<file path="src/rtl/core/numeric_escape_decoder_macros.svh">
// Assertion macros shared by the numeric escape decoder modules.
// Each macro expects signals named clk and rst_n in the module that uses it.
`ifndef NUMERIC_ESCAPE_DECODER_MACROS_SVH
`define NUMERIC_ESCAPE_DECODER_MACROS_SVH

// The condition holds at every clock edge outside reset.
`define NESC_ASSERT_ALWAYS(label, cond, msg) \
    label: assert property (@(posedge clk) disable iff (!rst_n) (cond)) else $error(msg);

// The consequent holds in the same cycle as the antecedent.
`define NESC_ASSERT_IMPL(label, ante, cons, msg) \
    label: assert property (@(posedge clk) disable iff (!rst_n) (ante) |-> (cons)) \
        else $error(msg);

// The consequent holds in the cycle after the antecedent.
`define NESC_ASSERT_NEXT(label, ante, cons, msg) \
    label: assert property (@(posedge clk) disable iff (!rst_n) (ante) |=> (cons)) \
        else $error(msg);

`endif

</file>
<file path="src/rtl/core/nesc_pkg.sv">
// Package for the numeric escape decoder: payload and command types, codes and constants.
// Used by every module of the block; depends on nothing.
package nesc_pkg;

    localparam int CP_W           = 21;
    localparam int RES_W          = 32;
    localparam int DIG_W          = 7;
    localparam int MAX_HEX_DIGITS = 8;
    localparam int DCNT_W         = 4;
    localparam int DIDX_W         = $clog2(MAX_HEX_DIGITS);
    localparam int CMD_FIFO_DEPTH = 4;
    localparam int CMD_PTR_W      = $clog2(CMD_FIFO_DEPTH);
    localparam int CMD_CNT_W      = $clog2(CMD_FIFO_DEPTH + 1);

    localparam logic [RES_W-1:0]  LIMIT_RESET    = 32'd1114112;
    localparam logic [DCNT_W-1:0] OCT_MAX_DIGITS = 4'd3;
    localparam logic [DCNT_W-1:0] X_DIGITS       = 4'd2;
    localparam logic [DCNT_W-1:0] LU_DIGITS      = 4'd4;
    localparam logic [DCNT_W-1:0] UU_DIGITS      = DCNT_W'(MAX_HEX_DIGITS);

    localparam logic [CP_W-1:0] CH_BACKSLASH = 21'h5C;
    localparam logic [CP_W-1:0] CH_X         = 21'h78;
    localparam logic [CP_W-1:0] CH_LOW_U     = 21'h75;
    localparam logic [CP_W-1:0] CH_UP_U      = 21'h55;
    localparam logic [CP_W-1:0] CH_ZERO      = 21'h30;
    localparam logic [CP_W-1:0] CH_SEVEN     = 21'h37;
    localparam logic [CP_W-1:0] CH_NINE      = 21'h39;
    localparam logic [CP_W-1:0] CH_LOW_A     = 21'h61;
    localparam logic [CP_W-1:0] CH_LOW_F     = 21'h66;
    localparam logic [CP_W-1:0] CH_UP_A      = 21'h41;
    localparam logic [CP_W-1:0] CH_UP_F      = 21'h46;

    localparam logic [1:0] KIND_NONE = 2'd0;
    localparam logic [1:0] KIND_X    = 2'd1;
    localparam logic [1:0] KIND_LU   = 2'd2;
    localparam logic [1:0] KIND_UU   = 2'd3;

    typedef enum logic [1:0] {
        PH_IDLE,
        PH_BSLASH,
        PH_HEX,
        PH_OCT
    } phase_t;

    typedef enum logic [1:0] {
        SEG_FIRST,
        SEG_PREFIX,
        SEG_DIGIT,
        SEG_TAIL
    } bk_seg_t;

    typedef struct packed {
        logic [CP_W-1:0] char_code;
        logic            is_last;
    } in_item_t;

    typedef struct packed {
        logic [RES_W-1:0] out_code_point;
        logic             out_last;
    } result_t;

    // One command describes every result caused by one input character, in order:
    // a decoded value or a backslash, a prefix letter, held digits, a trailing character.
    typedef struct packed {
        logic                                first_en;
        logic [RES_W-1:0]                    first_value;
        logic                                prefix_en;
        logic [DIG_W-1:0]                    prefix_char;
        logic [DCNT_W-1:0]                   digit_cnt;
        logic [MAX_HEX_DIGITS-1:0][DIG_W-1:0] digits;
        logic                                tail_en;
        logic [CP_W-1:0]                     tail_char;
        logic                                last;
    } cmd_t;

    function automatic logic [DCNT_W-1:0] hex_len(input logic [1:0] kind);
        logic [DCNT_W-1:0] len;
        unique case (kind)
            KIND_X:  len = X_DIGITS;
            KIND_LU: len = LU_DIGITS;
            default: len = UU_DIGITS;
        endcase
        return len;
    endfunction

endpackage

</file>
<file path="src/rtl/core/nesc_front.sv">
// Front end of the numeric escape decoder: accepts characters, tracks escape state and
// builds at most one command per character for the command queue. Depends on nesc_pkg.
`include "numeric_escape_decoder_macros.svh"

module nesc_front import nesc_pkg::*;
(
    input  logic                clk,
    input  logic                rst_n,
    input  logic                cfg_valid,
    output logic                cfg_ready,
    input  logic [RES_W-1:0]    cfg_data,
    input  logic                push,
    input  in_item_t            item,
    input  logic                cmd_full,
    output logic                cmd_wr,
    output cmd_t                cmd
);

    phase_t                phase_reg, phase_next;
    logic [1:0]            kind_reg, kind_next;
    logic [DCNT_W-1:0]     count_reg, count_next;
    logic [RES_W-1:0]      acc_reg, acc_next;
    logic [RES_W-1:0]      limit_reg;
    logic [DIG_W-1:0]      held_reg [MAX_HEX_DIGITS];

    logic [CP_W-1:0]       c;
    logic                  last;
    logic                  accept;
    logic                  is_bs, is_prefix, is_oct, is_dec, hex_ok;
    logic [3:0]            hex_d;
    logic [RES_W-1:0]      acc_hex, acc_oct, val_sel;
    logic [DCNT_W-1:0]     cnt_inc, cnt_sel;
    logic                  hex_done, oct_done, dig_take, fin_ok;
    logic                  do_finish, do_flush, after_plain, pre_en, cmd_valid;
    logic [DIG_W-1:0]      pre_char;
    logic [1:0]            kind_of_c;
    logic [MAX_HEX_DIGITS-1:0][DIG_W-1:0] held_vec;

    function automatic logic [DIG_W-1:0] kind_char(input logic [1:0] kind);
        logic [DIG_W-1:0] ch;
        unique case (kind)
            KIND_X:  ch = CH_X[DIG_W-1:0];
            KIND_LU: ch = CH_LOW_U[DIG_W-1:0];
            default: ch = CH_UP_U[DIG_W-1:0];
        endcase
        return ch;
    endfunction

    assign c         = item.char_code;
    assign last      = item.is_last;
    assign accept    = push && !cmd_full;
    assign cfg_ready = 1'b1;

    assign is_bs     = (c == CH_BACKSLASH);
    assign is_prefix = (c == CH_X) || (c == CH_LOW_U) || (c == CH_UP_U);
    assign is_oct    = (c >= CH_ZERO) && (c <= CH_SEVEN);
    assign is_dec    = (c >= CH_ZERO) && (c <= CH_NINE);
    assign hex_ok    = is_dec || ((c >= CH_LOW_A) && (c <= CH_LOW_F))
                       || ((c >= CH_UP_A) && (c <= CH_UP_F));
    assign hex_d     = is_dec ? c[3:0] : c[3:0] + 4'd9;
    assign kind_of_c = (c == CH_X) ? KIND_X : (c == CH_LOW_U) ? KIND_LU : KIND_UU;

    assign acc_hex  = {acc_reg[RES_W-5:0], hex_d};
    assign acc_oct  = {acc_reg[RES_W-4:0], c[2:0]};
    assign cnt_inc  = count_reg + 4'd1;
    assign hex_done = (cnt_inc >= hex_len(kind_reg));
    assign oct_done = (cnt_inc >= OCT_MAX_DIGITS);

    assign dig_take = ((phase_reg == PH_HEX) && hex_ok)
                      || (((phase_reg == PH_OCT) || (phase_reg == PH_BSLASH)) && is_oct);
    assign val_sel  = !dig_take ? acc_reg : ((phase_reg == PH_HEX) ? acc_hex : acc_oct);
    assign cnt_sel  = dig_take ? cnt_inc : count_reg;
    assign fin_ok   = (val_sel != '0) && (val_sel < limit_reg);

    always_comb
    begin
        for (int i = 0; i < MAX_HEX_DIGITS; i++)
        begin
            held_vec[i] = held_reg[i];
        end
        if (dig_take)
        begin
            held_vec[count_reg[DIDX_W-1:0]] = c[DIG_W-1:0];
        end
    end

    assign do_finish = ((phase_reg == PH_HEX) && hex_ok && hex_done)
                       || ((phase_reg == PH_OCT) && is_oct && (oct_done || last))
                       || ((phase_reg == PH_OCT) && !is_oct)
                       || ((phase_reg == PH_BSLASH) && is_oct && last);
    assign do_flush  = ((phase_reg == PH_HEX) && hex_ok && !hex_done && last)
                       || ((phase_reg == PH_HEX) && !hex_ok)
                       || ((phase_reg == PH_BSLASH) && is_prefix && last);
    assign after_plain = (phase_reg == PH_IDLE)
                         || ((phase_reg == PH_HEX) && !hex_ok)
                         || ((phase_reg == PH_OCT) && !is_oct);
    assign pre_en   = (phase_reg == PH_HEX) || ((phase_reg == PH_BSLASH) && is_prefix);
    assign pre_char = (phase_reg == PH_BSLASH) ? c[DIG_W-1:0] : kind_char(kind_reg);

    // Next state of the escape tracker.
    always_comb
    begin
        phase_next = phase_reg;
        unique case (phase_reg)
            PH_IDLE:
            begin
                phase_next = (is_bs && !last) ? PH_BSLASH : PH_IDLE;
            end
            PH_BSLASH:
            begin
                if (is_prefix && !last)
                begin
                    phase_next = PH_HEX;
                end
                else if (is_oct && !last)
                begin
                    phase_next = PH_OCT;
                end
                else
                begin
                    phase_next = PH_IDLE;
                end
            end
            PH_HEX:
            begin
                if (hex_ok)
                begin
                    phase_next = (hex_done || last) ? PH_IDLE : PH_HEX;
                end
                else
                begin
                    phase_next = (is_bs && !last) ? PH_BSLASH : PH_IDLE;
                end
            end
            PH_OCT:
            begin
                if (is_oct)
                begin
                    phase_next = (oct_done || last) ? PH_IDLE : PH_OCT;
                end
                else
                begin
                    phase_next = (is_bs && !last) ? PH_BSLASH : PH_IDLE;
                end
            end
        endcase

        kind_next  = ((phase_reg == PH_BSLASH) && is_prefix) ? kind_of_c : kind_reg;
        count_next = ((phase_next == PH_HEX) || (phase_next == PH_OCT)) ? cnt_sel : '0;
        acc_next   = ((phase_next == PH_HEX) || (phase_next == PH_OCT)) ? val_sel : '0;
    end

    // Command built from the current character.
    always_comb
    begin
        cmd = '0;
        if (do_finish && fin_ok)
        begin
            cmd.first_en    = 1'b1;
            cmd.first_value = val_sel;
        end
        else if (do_finish || do_flush)
        begin
            cmd.first_en    = 1'b1;
            cmd.first_value = RES_W'(CH_BACKSLASH);
            cmd.prefix_en   = pre_en;
            cmd.prefix_char = pre_char;
            cmd.digit_cnt   = cnt_sel;
            cmd.digits      = held_vec;
        end
        if ((phase_reg == PH_BSLASH) && !is_prefix && !is_oct)
        begin
            cmd.first_en    = 1'b1;
            cmd.first_value = RES_W'(CH_BACKSLASH);
            cmd.tail_en     = 1'b1;
            cmd.tail_char   = c;
        end
        if (after_plain && !(is_bs && !last))
        begin
            cmd.tail_en   = 1'b1;
            cmd.tail_char = c;
        end
        cmd.last  = last;
        cmd_valid = cmd.first_en || cmd.tail_en;
    end

    assign cmd_wr = accept && cmd_valid;

    always_ff @(posedge clk or negedge rst_n)
    begin
        if (!rst_n)
        begin
            phase_reg <= PH_IDLE;
            kind_reg  <= KIND_NONE;
            count_reg <= '0;
            acc_reg   <= '0;
            limit_reg <= LIMIT_RESET;
        end
        else
        begin
            if (cfg_valid && cfg_ready)
            begin
                limit_reg <= cfg_data;
            end
            if (accept)
            begin
                phase_reg <= phase_next;
                kind_reg  <= kind_next;
                count_reg <= count_next;
                acc_reg   <= acc_next;
            end
        end
    end

    always_ff @(posedge clk)
    begin
        if (accept && dig_take)
        begin
            held_reg[count_reg[DIDX_W-1:0]] <= c[DIG_W-1:0];
        end
    end

    `NESC_ASSERT_IMPL(a_hex_count_short, phase_reg == PH_HEX, count_reg < hex_len(kind_reg), "hex escape holds a full set of digits")
    `NESC_ASSERT_IMPL(a_bslash_clean, phase_reg == PH_BSLASH, (count_reg == '0) && (acc_reg == '0), "escape state not cleared after backslash")

endmodule

</file>
<file path="src/rtl/core/nesc_cmd_fifo.sv">
// Short command queue between the front and back ends of the numeric escape decoder.
// Depends on nesc_pkg for the command type and depth.
`include "numeric_escape_decoder_macros.svh"

module nesc_cmd_fifo import nesc_pkg::*;
(
    input  logic clk,
    input  logic rst_n,
    input  logic wr,
    input  cmd_t wdata,
    output logic full,
    input  logic rd,
    output cmd_t rdata,
    output logic empty
);

    cmd_t                 mem_reg [CMD_FIFO_DEPTH];
    logic [CMD_PTR_W-1:0] wr_ptr_reg, rd_ptr_reg;
    logic [CMD_CNT_W-1:0] count_reg;
    logic                 do_wr, do_rd;

    function automatic logic [CMD_PTR_W-1:0] ptr_inc(input logic [CMD_PTR_W-1:0] p);
        return (p == CMD_PTR_W'(CMD_FIFO_DEPTH - 1)) ? '0 : p + 1'b1;
    endfunction

    assign full  = (count_reg == CMD_CNT_W'(CMD_FIFO_DEPTH));
    assign empty = (count_reg == '0);
    assign do_wr = wr && !full;
    assign do_rd = rd && !empty;
    assign rdata = mem_reg[rd_ptr_reg];

    always_ff @(posedge clk or negedge rst_n)
    begin
        if (!rst_n)
        begin
            wr_ptr_reg <= '0;
            rd_ptr_reg <= '0;
            count_reg  <= '0;
        end
        else
        begin
            if (do_wr)
            begin
                wr_ptr_reg <= ptr_inc(wr_ptr_reg);
            end
            if (do_rd)
            begin
                rd_ptr_reg <= ptr_inc(rd_ptr_reg);
            end
            if (do_wr && !do_rd)
            begin
                count_reg <= count_reg + 1'b1;
            end
            else if (do_rd && !do_wr)
            begin
                count_reg <= count_reg - 1'b1;
            end
        end
    end

    always_ff @(posedge clk)
    begin
        if (do_wr)
        begin
            mem_reg[wr_ptr_reg] <= wdata;
        end
    end

    `NESC_ASSERT_ALWAYS(a_count_bound, count_reg <= CMD_CNT_W'(CMD_FIFO_DEPTH), "command queue count beyond depth")
    `NESC_ASSERT_NEXT(a_count_grows, do_wr && !do_rd, count_reg == $past(count_reg) + 1'b1, "command queue count did not grow")

endmodule

</file>
<file path="src/rtl/core/nesc_back.sv">
// Back end of the numeric escape decoder: expands each queued command into result beats
// and holds them in the output register. Depends on nesc_pkg.
`include "numeric_escape_decoder_macros.svh"

module nesc_back import nesc_pkg::*;
(
    input  logic    clk,
    input  logic    rst_n,
    input  cmd_t    head,
    input  logic    fifo_empty,
    output logic    fifo_rd,
    output logic    empty,
    input  logic    pop,
    output result_t result
);

    bk_seg_t           seg_reg, seg_next, cur_seg;
    logic [DIDX_W-1:0] idx_reg, idx_next;
    result_t           out_reg;
    logic              out_valid_reg;
    logic              advance, idx_last, item_final;
    logic [RES_W-1:0]  item_value;

    assign idx_last = ((DCNT_W'(idx_reg) + 4'd1) == head.digit_cnt);
    assign advance  = !fifo_empty && (!out_valid_reg || pop);

    always_comb
    begin
        priority if ((seg_reg == SEG_FIRST) && head.first_en)
        begin
            cur_seg = SEG_FIRST;
        end
        else if (((seg_reg == SEG_FIRST) || (seg_reg == SEG_PREFIX)) && head.prefix_en)
        begin
            cur_seg = SEG_PREFIX;
        end
        else if ((seg_reg == SEG_DIGIT) || ((seg_reg != SEG_TAIL) && (head.digit_cnt != '0)))
        begin
            cur_seg = SEG_DIGIT;
        end
        else
        begin
            cur_seg = SEG_TAIL;
        end
    end

    // Output of the sequencer: the current beat and whether it ends the command.
    always_comb
    begin
        unique case (cur_seg)
            SEG_FIRST:
            begin
                item_value = head.first_value;
                item_final = !head.prefix_en && (head.digit_cnt == '0) && !head.tail_en;
            end
            SEG_PREFIX:
            begin
                item_value = RES_W'(head.prefix_char);
                item_final = (head.digit_cnt == '0) && !head.tail_en;
            end
            SEG_DIGIT:
            begin
                item_value = RES_W'(head.digits[idx_reg]);
                item_final = idx_last && !head.tail_en;
            end
            SEG_TAIL:
            begin
                item_value = RES_W'(head.tail_char);
                item_final = 1'b1;
            end
        endcase
    end

    // Next state of the sequencer.
    always_comb
    begin
        seg_next = seg_reg;
        idx_next = idx_reg;
        if (advance)
        begin
            if (item_final)
            begin
                seg_next = SEG_FIRST;
                idx_next = '0;
            end
            else
            begin
                unique case (cur_seg)
                    SEG_FIRST:
                    begin
                        seg_next = SEG_PREFIX;
                    end
                    SEG_PREFIX:
                    begin
                        seg_next = (head.digit_cnt != '0) ? SEG_DIGIT : SEG_TAIL;
                    end
                    SEG_DIGIT:
                    begin
                        seg_next = idx_last ? SEG_TAIL : SEG_DIGIT;
                        idx_next = idx_reg + 1'b1;
                    end
                    SEG_TAIL:
                    begin
                        seg_next = SEG_FIRST;
                    end
                endcase
            end
        end
    end

    assign fifo_rd = advance && item_final;
    assign empty   = !out_valid_reg;
    assign result  = out_reg;

    always_ff @(posedge clk or negedge rst_n)
    begin
        if (!rst_n)
        begin
            seg_reg       <= SEG_FIRST;
            idx_reg       <= '0;
            out_valid_reg <= 1'b0;
        end
        else
        begin
            seg_reg <= seg_next;
            idx_reg <= idx_next;
            if (advance)
            begin
                out_valid_reg <= 1'b1;
            end
            else if (pop)
            begin
                out_valid_reg <= 1'b0;
            end
        end
    end

    always_ff @(posedge clk)
    begin
        if (advance)
        begin
            out_reg.out_code_point <= item_value;
            out_reg.out_last       <= head.last && item_final;
        end
    end

    `NESC_ASSERT_IMPL(a_head_kept, seg_reg != SEG_FIRST, !fifo_empty, "command left the queue before its last beat")
    `NESC_ASSERT_IMPL(a_digit_in_range, seg_reg == SEG_DIGIT, DCNT_W'(idx_reg) < head.digit_cnt, "digit index past held digits")

endmodule

</file>
<file path="src/rtl/core/numeric_escape_decoder.sv">
// Top level of the numeric escape decoder.
// Depends on nesc_pkg, nesc_front, nesc_cmd_fifo and nesc_back.
//
// The decoder takes one character per cycle while the queue is not full and gives at most
// one result beat per cycle. A character is classified in the cycle it is accepted and its
// command enters a four-entry queue; the back end turns each command into one to ten
// result beats, one per cycle while results are popped, and its output register shows the
// oldest beat once the command has passed through the queue. Most characters give one beat,
// so the sustained rate is one character per cycle while results are popped; an escape
// flushed raw gives up to ten beats, during which input is still taken until the queue is
// full. The code point limit resets to 0x110000 and may be written whenever the block is
// idle; cfg_ready is always high. No clearing pass follows reset.
module numeric_escape_decoder import nesc_pkg::*;
(
    input  logic             clk,
    input  logic             rst_n,
    input  logic             cfg_valid,
    output logic             cfg_ready,
    input  logic [RES_W-1:0] cfg_data,
    input  logic             push,
    output logic             full,
    input  in_item_t         item,
    output logic             empty,
    input  logic             pop,
    output result_t          result
);

    cmd_t wr_cmd, head_cmd;
    logic cmd_wr, cmd_full, cmd_rd, cmd_empty;

    assign full = cmd_full;

    nesc_front u_front (
        .clk       (clk),
        .rst_n     (rst_n),
        .cfg_valid (cfg_valid),
        .cfg_ready (cfg_ready),
        .cfg_data  (cfg_data),
        .push      (push),
        .item      (item),
        .cmd_full  (cmd_full),
        .cmd_wr    (cmd_wr),
        .cmd       (wr_cmd)
    );

    nesc_cmd_fifo u_cmd_fifo (
        .clk   (clk),
        .rst_n (rst_n),
        .wr    (cmd_wr),
        .wdata (wr_cmd),
        .full  (cmd_full),
        .rd    (cmd_rd),
        .rdata (head_cmd),
        .empty (cmd_empty)
    );

    nesc_back u_back (
        .clk        (clk),
        .rst_n      (rst_n),
        .head       (head_cmd),
        .fifo_empty (cmd_empty),
        .fifo_rd    (cmd_rd),
        .empty      (empty),
        .pop        (pop),
        .result     (result)
    );

endmodule
</file>
<file path="config.mk">
export PLATFORM = sky130hd
export DESIGN_NAME = numeric_escape_decoder
export DESIGN_NICKNAME = d
export VERILOG_FILES = /design/src/rtl/core/nesc_pkg.sv /design/src/rtl/core/nesc_front.sv /design/src/rtl/core/nesc_cmd_fifo.sv /design/src/rtl/core/nesc_back.sv /design/src/rtl/core/numeric_escape_decoder.sv
export VERILOG_INCLUDE_DIRS = /design/src /design/src/rtl/core
export SDC_FILE = /design/constraint.sdc
export NUM_CORES = 1
export LEC_CHECK = 0
export BUFFER_PORTS_ARGS = -buffer_cell sky130_fd_sc_hd__buf_2
export CORE_MARGIN = 1
export CORE_UTILIZATION = 50
export CTS_BUF_LIST = sky130_fd_sc_hd__clkbuf_8 sky130_fd_sc_hd__clkbuf_16
export CTS_CLUSTER_DIAMETER = 100
export DETAILED_ROUTE_END_ITERATION = 12
export MAX_ROUTING_LAYER = met4
export PLACE_DENSITY = 0.71
export SLEW_MARGIN = 40
export SYNTH_ARGS = -nofsm -noshare
export SYNTH_HDL_FRONTEND = slang
export SYNTH_SLANG_ARGS = --single-unit
</file>
<file path="constraint.sdc">
create_clock -name clk -period 6.8 [get_ports clk]
set_input_delay 1.7 -clock clk [delete_from_list [all_inputs] [get_ports clk]]
set_output_delay 1.7 -clock clk [all_outputs]
set_load 0.01 [all_outputs]
</file>
==> results of run 1 <==
## cell families after synthesis
family                   count (synthesis)
buffers and inverters                  218
AND/OR/NAND/NOR                        423
other                                    1
AO/OA/AOI/OAI                          262
flip-flops                             670
multiplexers                           208
adder cells (fa/ha/maj)                 54
XOR/XNOR                                15
## how the worst max path moves through the flow
stage          startpoint                    endpoint  slack [ns]  depth (start not counted)
2_1_floorplan     item[2]   u_cmd_fifo.mem_reg[0][36]        0.04                         22
3_3_place_gp      item[2]   u_cmd_fifo.mem_reg[0][50]        0.11                         23
3_5_place_dp      item[2]   u_cmd_fifo.mem_reg[1][23]        0.02                         23
4_1_cts           item[2]   u_cmd_fifo.mem_reg[1][23]        0.64                         23
5_1_grt           item[2]   u_cmd_fifo.mem_reg[0][23]        0.23                         24
6_report          item[2]  u_cmd_fifo.mem_reg[3][108]        0.59                         23
## metal layers
| layer | share of wire [%] | global-route usage (%) | wire (um) | vias to the layer above |
|---|---|---|---|---|
| met5 | 0 | - | 0 | - |
| met4 | 2.4 | 7.371 | 1612 | 0 |
| met3 | 6.1 | 3.106 | 4170 | 103 |
| met2 | 47 | 36.05 | 32090 | 577 |
| met1 | 44 | 34.38 | 29990 | 8677 |
| li1 | - | - | - | 7428 |
## metrics by stage
stage,std cells,worst slack (ns)
final,2805,0.5930
after global routing,2805,0.2287
after CTS,2805,0.6425
after detailed placement,2683,0.02231
after global placement,2683,0.1136
after floorplan,1851,0.03902
## worst max-delay path, stage by stage
cell      delay (ns)
buf_2           0.09
inv_1           0.05
ha_1            0.26
or4_1           0.58
or3_1           0.38
nand4_1         0.14
a21oi_1         0.13
nor3_4          0.27
buf_12          0.24
buf_4           0.16
a21oi_1         0.04
a21oi_1         0.16
inv_1           0.07
ha_1            0.31
nand4_1         0.12
or2_2           0.32
nor2_1          0.15
nor4bb_1        0.35
o21a_1          0.18
a21bo_2         0.16
buf_4           0.31
nor2_1          0.16
buf_4           0.18
## cell type report
type / count / share of cell area (%)
clock inverter: 49 / 0.9940
multi-input combinational: 963 / 26.38
clock buffer: 73 / 5.375
sequential: 670 / 59.08
inverter: 92 / 1.035
tap: 765 / 2.870
timing repair buffer: 193 / 4.269
## cells in the final DEF (no fill, tap or decap), types with 8 or more instances in the layout
cell type	instances
mux2i_1	55
clkinv_1	11
o31ai_1	33
nand2_1	140
a22o_1	18
or4_1	10
inv_1	104
buf_4	83
nor3_1	8
ha_1	53
and2_1	14
xnor2_1	8
nand3_1	22
mux4_2	138
dfrtp_1	80
nand4_1	8
clkinv_2	15
mux2_2	15
a21o_1	20
nor2_1	85
buf_12	15
nor2b_1	12
buf_2	91
and3_1	13
o21ai_0	45
edfxtp_1	585
a21oi_1	91
clkbuf_16	70
nor3_2	64
## power by group
part / switching [mW] / internal, mW
clock: 1.54 / 2.02
sequential: 0.328 / 5.42
combinational: 1.77 / 1.46
==> impl_results.md, run 1 <==
* Status: complete, no violations
* DIE HEIGHT at 244.3 um
* Grt ovf at 0
* Mean Syn Cell Area at 15.86 um^2
* Top achievable clock speed at 161.1 MHz
* Hold slack at 0.5172 ns
* FF+latch count, synth at 670
* Post-Synthesis Cell Area at 29350 um^2
* Commonest register cell after synthesis: edfxtp_1
* Hpwl dp at 42920 um
* Share of the synthesized area in the top cell type at 59.84%
* Max Clock Skew at 0.02494 ns
* Number of global-route vias before repair at 16870
* DR pass1 iterations at 5
* Worst Path Max Fanout at 39
* Worst Hold Path Cells at 1
* Die area at 59680 um^2
* Initial core utilization at 50.78%
* Core area at 57810 um^2
* Finished Core Util at 57.70%
* Max Root-Sink Buffers at 3
* WHS Endpoint: u_cmd_fifo.count_reg[2]
* Synth Area in Compound Gates at 5.972%
* Worst-skew pair later-pin latency at 0.61 ns
* Cells after Synth at 1851
* R2R setup slack at 1.85 ns
* Area of the multi-input gates at 8800 um^2
* Post-synth EDFFs at 585
* Layout area overhead at 13.63%
* Vias at 16790
* Die Wd at 244.3 um
* Largest family of logic cells by synthesized area: multiplexers
* Crit path time final at 6.207 ns
* Total track usage at 23.99%
* Max Cap Viol at 0
* Top cells by area, synth: edfxtp_1 60%, mux4_2 11%, dfrtp_1 7.1%
* TritonCTS clock tree: yes
* HP Class: flip-flop to flip-flop
* Resized Gates After CTS at 0
* Fillers at 4349
* Post-synthesis mux area share at 13.04%
* TritonCTS sink count at 670
* YS warnings at 0
* Commonest cells in the netlist: 585 x edfxtp_1, 140 x nand2_1, 138 x mux4_2
* Worst setup EP type: flip-flop
* Aggregate routed wire length at 67870 um
* Via density at 5.984
* Library cells used by synthesis at 77
* Avg WL per Cell at 24.19 um
* Synth Area in Adders at 2.327%
* Post-Syn Nets at 1964
* Setup violations, final at 0
* Post-synthesis sequential area ratio at 67.10%
* Leak Pwr at 12.09 nW
* Rel. slew slack at 41.78%
* RSZ-0062 raised after global routing: false
* Post-CTS setup buffers at 0
* Placed cell area at 31230 um^2
* Global-route wire length before repair at 104200 um
* PwrDens at 375.8 nW/um^2
* I/O Buffers at 93
* Setup TNS at 0 ns
* Initial DRC count at 1755
* Post-synthesis xor/xnor area fraction at 0.4476%
* Launch point of the worst hold path: u_cmd_fifo.count_reg[2]
* Max VDD drop at 0.1931 mV
* Tcrit/Tclk final at 91.28%
* Most common cell in the synthesized netlist: edfxtp_1
* Worst R2R End: u_cmd_fifo.count_reg[1]
* Antenna diodes at 0
* CP arrival at 6.56 ns
* Simple-gate share of the synthesized area at 8.013%
* Final hold violation count at 0
* Worst Tran Pin Value at 0.8733 ns
* Design area at 33360 um^2
* Layout Nets at 2101
* Slew Viols, Final at 0
* Reg clk slew, reported paths at 0.06 ns
* Largest net degree at the start of global routing at 72
* Htree depth at 3
* Placer congestion estimate at 0.9142
* IO Count at 95
* Total Power at 12.54 mW
* Row Count at 88
* Remaining DRCs at 0
* Startpoint Class: primary input
* Worst Path Required at 7.15 ns
* FF-to-FF path depth at 13
* Largest area contributor in the netlist: edfxtp_1
* Max FFs per register at 496
* Clock root cell: clkbuf_16
* Kind of critical path: primary input to flip-flop
* Async S/R FF share, synth at 12.69%
* Post-route ant nets at 0
* Num CTS Buffers at 68
* Initial antenna violation count at 0
* Layout cells sized above 1 at 26.42%
* Register area at 19710 um^2
* R2R Path Start: u_cmd_fifo.rd_ptr_reg[0]
* Post-cts hold buffer count at 0
Power figures use the tool's default switching activity.
==> inputs of run 2 (changes only) <==
- CTS_BUF_LIST: sky130_fd_sc_hd__clkbuf_8 sky130_fd_sc_hd__clkbuf_16 -> sky130_fd_sc_hd__clkbuf_2 sky130_fd_sc_hd__clkbuf_4 sky130_fd_sc_hd__clkbuf_8
==> run 2 against run 1 <==
  * Fmax up 1.2%
  * Design area up 0.10%
  * Clock skew up 0.021 ns
  * Die area unchanged
  * Clock power down 4%
  * Count of clock-buffer cells in the layout up 85
  * Sequential power about the same
  * Routed wire length up 0.46%
  * Cell count up 2.6%
  * First-iteration DRC count down 4.6%
  * Critical path type unchanged
==> impl_results.md, run 2 (same netlist as run 1, synthesis figures left out) <==
* TritonCTS sink count at 670
* DIE HEIGHT at 244.3 um
* Worst Path Buf+Inv at 6
* Number of global-route vias before repair at 17220
* Row Count at 88
* Cell Count, Final, Fillers Out at 2877
* Most Frequent Cell on Critical Path: a21oi_1
* Htree depth at 3
* TritonCTS clock tree: yes
* Placer congestion estimate at 0.9142
* Layout cells sized above 1 at 29.05%
* Status: complete, no violations
* Reg clk slew, reported paths at 0.06 ns
* Avg WL per Cell at 23.70 um
* Total Power at 12.40 mW
* Design area at 33390 um^2
* Final WS setup at 0.6662 ns
* Total track usage at 23.91%
* Leak Pwr at 12.14 nW
* Crit. path cell count at 23
* Max stage delay on crit path at 0.59 ns
* Max Root-Sink Buffers at 3
* Die area at 59680 um^2
* Post-route ant nets at 0
* Kind of critical path: primary input to flip-flop
* Cells along the critical path: buf_2 > inv_1 > ha_1 > or4_1 > or3_1 > nand4_1 > a21oi_1 > nor3_4 > buf_12 > buf_4 > a21oi_1 > a21oi_1 > inv_1 > ha_1 > nand4_1 > or2_2 > nor2_1 > nor4bb_1 > o21a_1 > a21bo_2 > a31oi_4 > buf_12 > nor4_1
* Max Cap Viol at 0
* Initial core utilization at 50.78%
* Crit path time final at 6.134 ns
* Aggregate routed wire length at 68180 um
* Remaining DRCs at 0
* Core area at 57810 um^2
* Worst-skew pair later-pin latency at 0.71 ns
* Worst setup EP type: flip-flop
* Dpl cells at 2683
* Placed cell area at 31230 um^2
* Slew Viols, Final at 0
* Top delay family on crit path: simple AND/OR/NAND/NOR gates
* Final hold violation count at 0
* Setup TNS at 0 ns
* Most frequent cells in the layout: 585 x edfxtp_1, 140 x nand2_1, 138 x mux4_2
* IO Count at 95
* Largest net degree at the start of global routing at 72
* I/O Buffers at 93
* Global-route wire length before repair at 103800 um
* Num CTS Buffers at 105
* Grt ovf at 0
* Resized Gates After CTS at 0
* Via density at 5.881
* FF-to-FF path depth at 13
* Max Clock Skew at 0.04594 ns
* Finished Core Util at 57.76%
* DP Worst Slack at 0.02231 ns
* Worst Tran Pin Value at 0.8781 ns
* Setup violations, final at 0
* Startpoint Class: primary input
* Worst Hold Path Cells at 1
* Post-cts hold buffer count at 0
* Hpwl dp at 42920 um
* RSZ-0062 raised after global routing: false
* Die Wd at 244.3 um
* Top achievable clock speed at 163.0 MHz
* Vias at 16920
* Layout area overhead at 13.75%
* Clock root cell: clkbuf_8
* Worst Path Required at 7.21 ns
* Layout Nets at 2138
* Max FFs per register at 496
* Initial antenna violation count at 2
* Max VDD drop at 0.1971 mV
* Tcrit/Tclk final at 90.20%
* HP Class: flip-flop to flip-flop
* Rel. slew slack at 41.46%
* Hold slack at 0.5191 ns
* CP arrival at 6.55 ns
* Initial DRC count at 1675
* PwrDens at 371.4 nW/um^2
* DR pass1 iterations at 5
* Worst Path Max Fanout at 39
* Post-CTS setup buffers at 0
* Commonest non-fill, non-tap cell in the layout: edfxtp_1
* CP max-delay cell: or4_1
[run 2: cell types whose count changed in the layout (fill, tap and decap cells not counted), moves of 3 or more]
cell / previous run / this run
clkinvlp_4: 3 / 0
clkbuf_8: 3 / 116
clkinv_2: 15 / 8
inv_1: 104 / 91
clkinv_1: 11 / 20
clkbuf_16: 70 / 0
clkbuf_4: 0 / 42
[run 2: final cells by class]
type	instances	area, um^2
multi-input combinational	963	8800
sequential	670	19710
antenna	2	5.005
tap	765	957.2
clock buffer	158	1912
inverter	92	345.3
fill	4377	24420
timing repair buffer	193	1424
clock inverter	34	241.5
[run 2: worst paths after layout]
| kind | slack [ns] | to | start |
|---|---|---|---|
| setup reg to reg | 1.91 | u_cmd_fifo.count_reg[1] | u_cmd_fifo.rd_ptr_reg[0] |
| hold / removal | 0.52 | u_cmd_fifo.count_reg[2] | u_cmd_fifo.count_reg[2] |
| min in group asynchronous | 0.85 | u_front.limit_reg[21] | rst_n |
| setup / recovery | 0.67 | u_cmd_fifo.mem_reg[2][84] | item[2] |
| hold reg to reg | 0.52 | u_cmd_fifo.count_reg[2] | u_cmd_fifo.count_reg[2] |
| max in group asynchronous | 4.91 | u_cmd_fifo.rd_ptr_reg[0] | rst_n |
[run 2: power by group]
| part | switching, mW | internal (mW) |
|---|---|---|
| clock | 1.52 | 1.91 |
| combinational | 1.76 | 1.46 |
| sequential | 0.330 | 5.42 |
| total | 3.61 | 8.79 |
[run 2: worst register-to-register path, delay by kind of cell, from the launching register on]
family | cells | cell delay (ns)
compound gates | 2 | 0.52
fa+ha+maj | 3 | 1.24
mux | 2 | 0.91
buf+inv | 2 | 0.30
simple gates | 4 | 1.11
flops | 1 | 0.70
[run 2: layer usage]
layer	vias up	global-route usage, %	wire, um
met1	8694	33.30	29770
met4	0	8.033	1633
met2	579	36.05	32350
li1	7537	-	-
met3	111	3.929	4423
met5	-	-	0
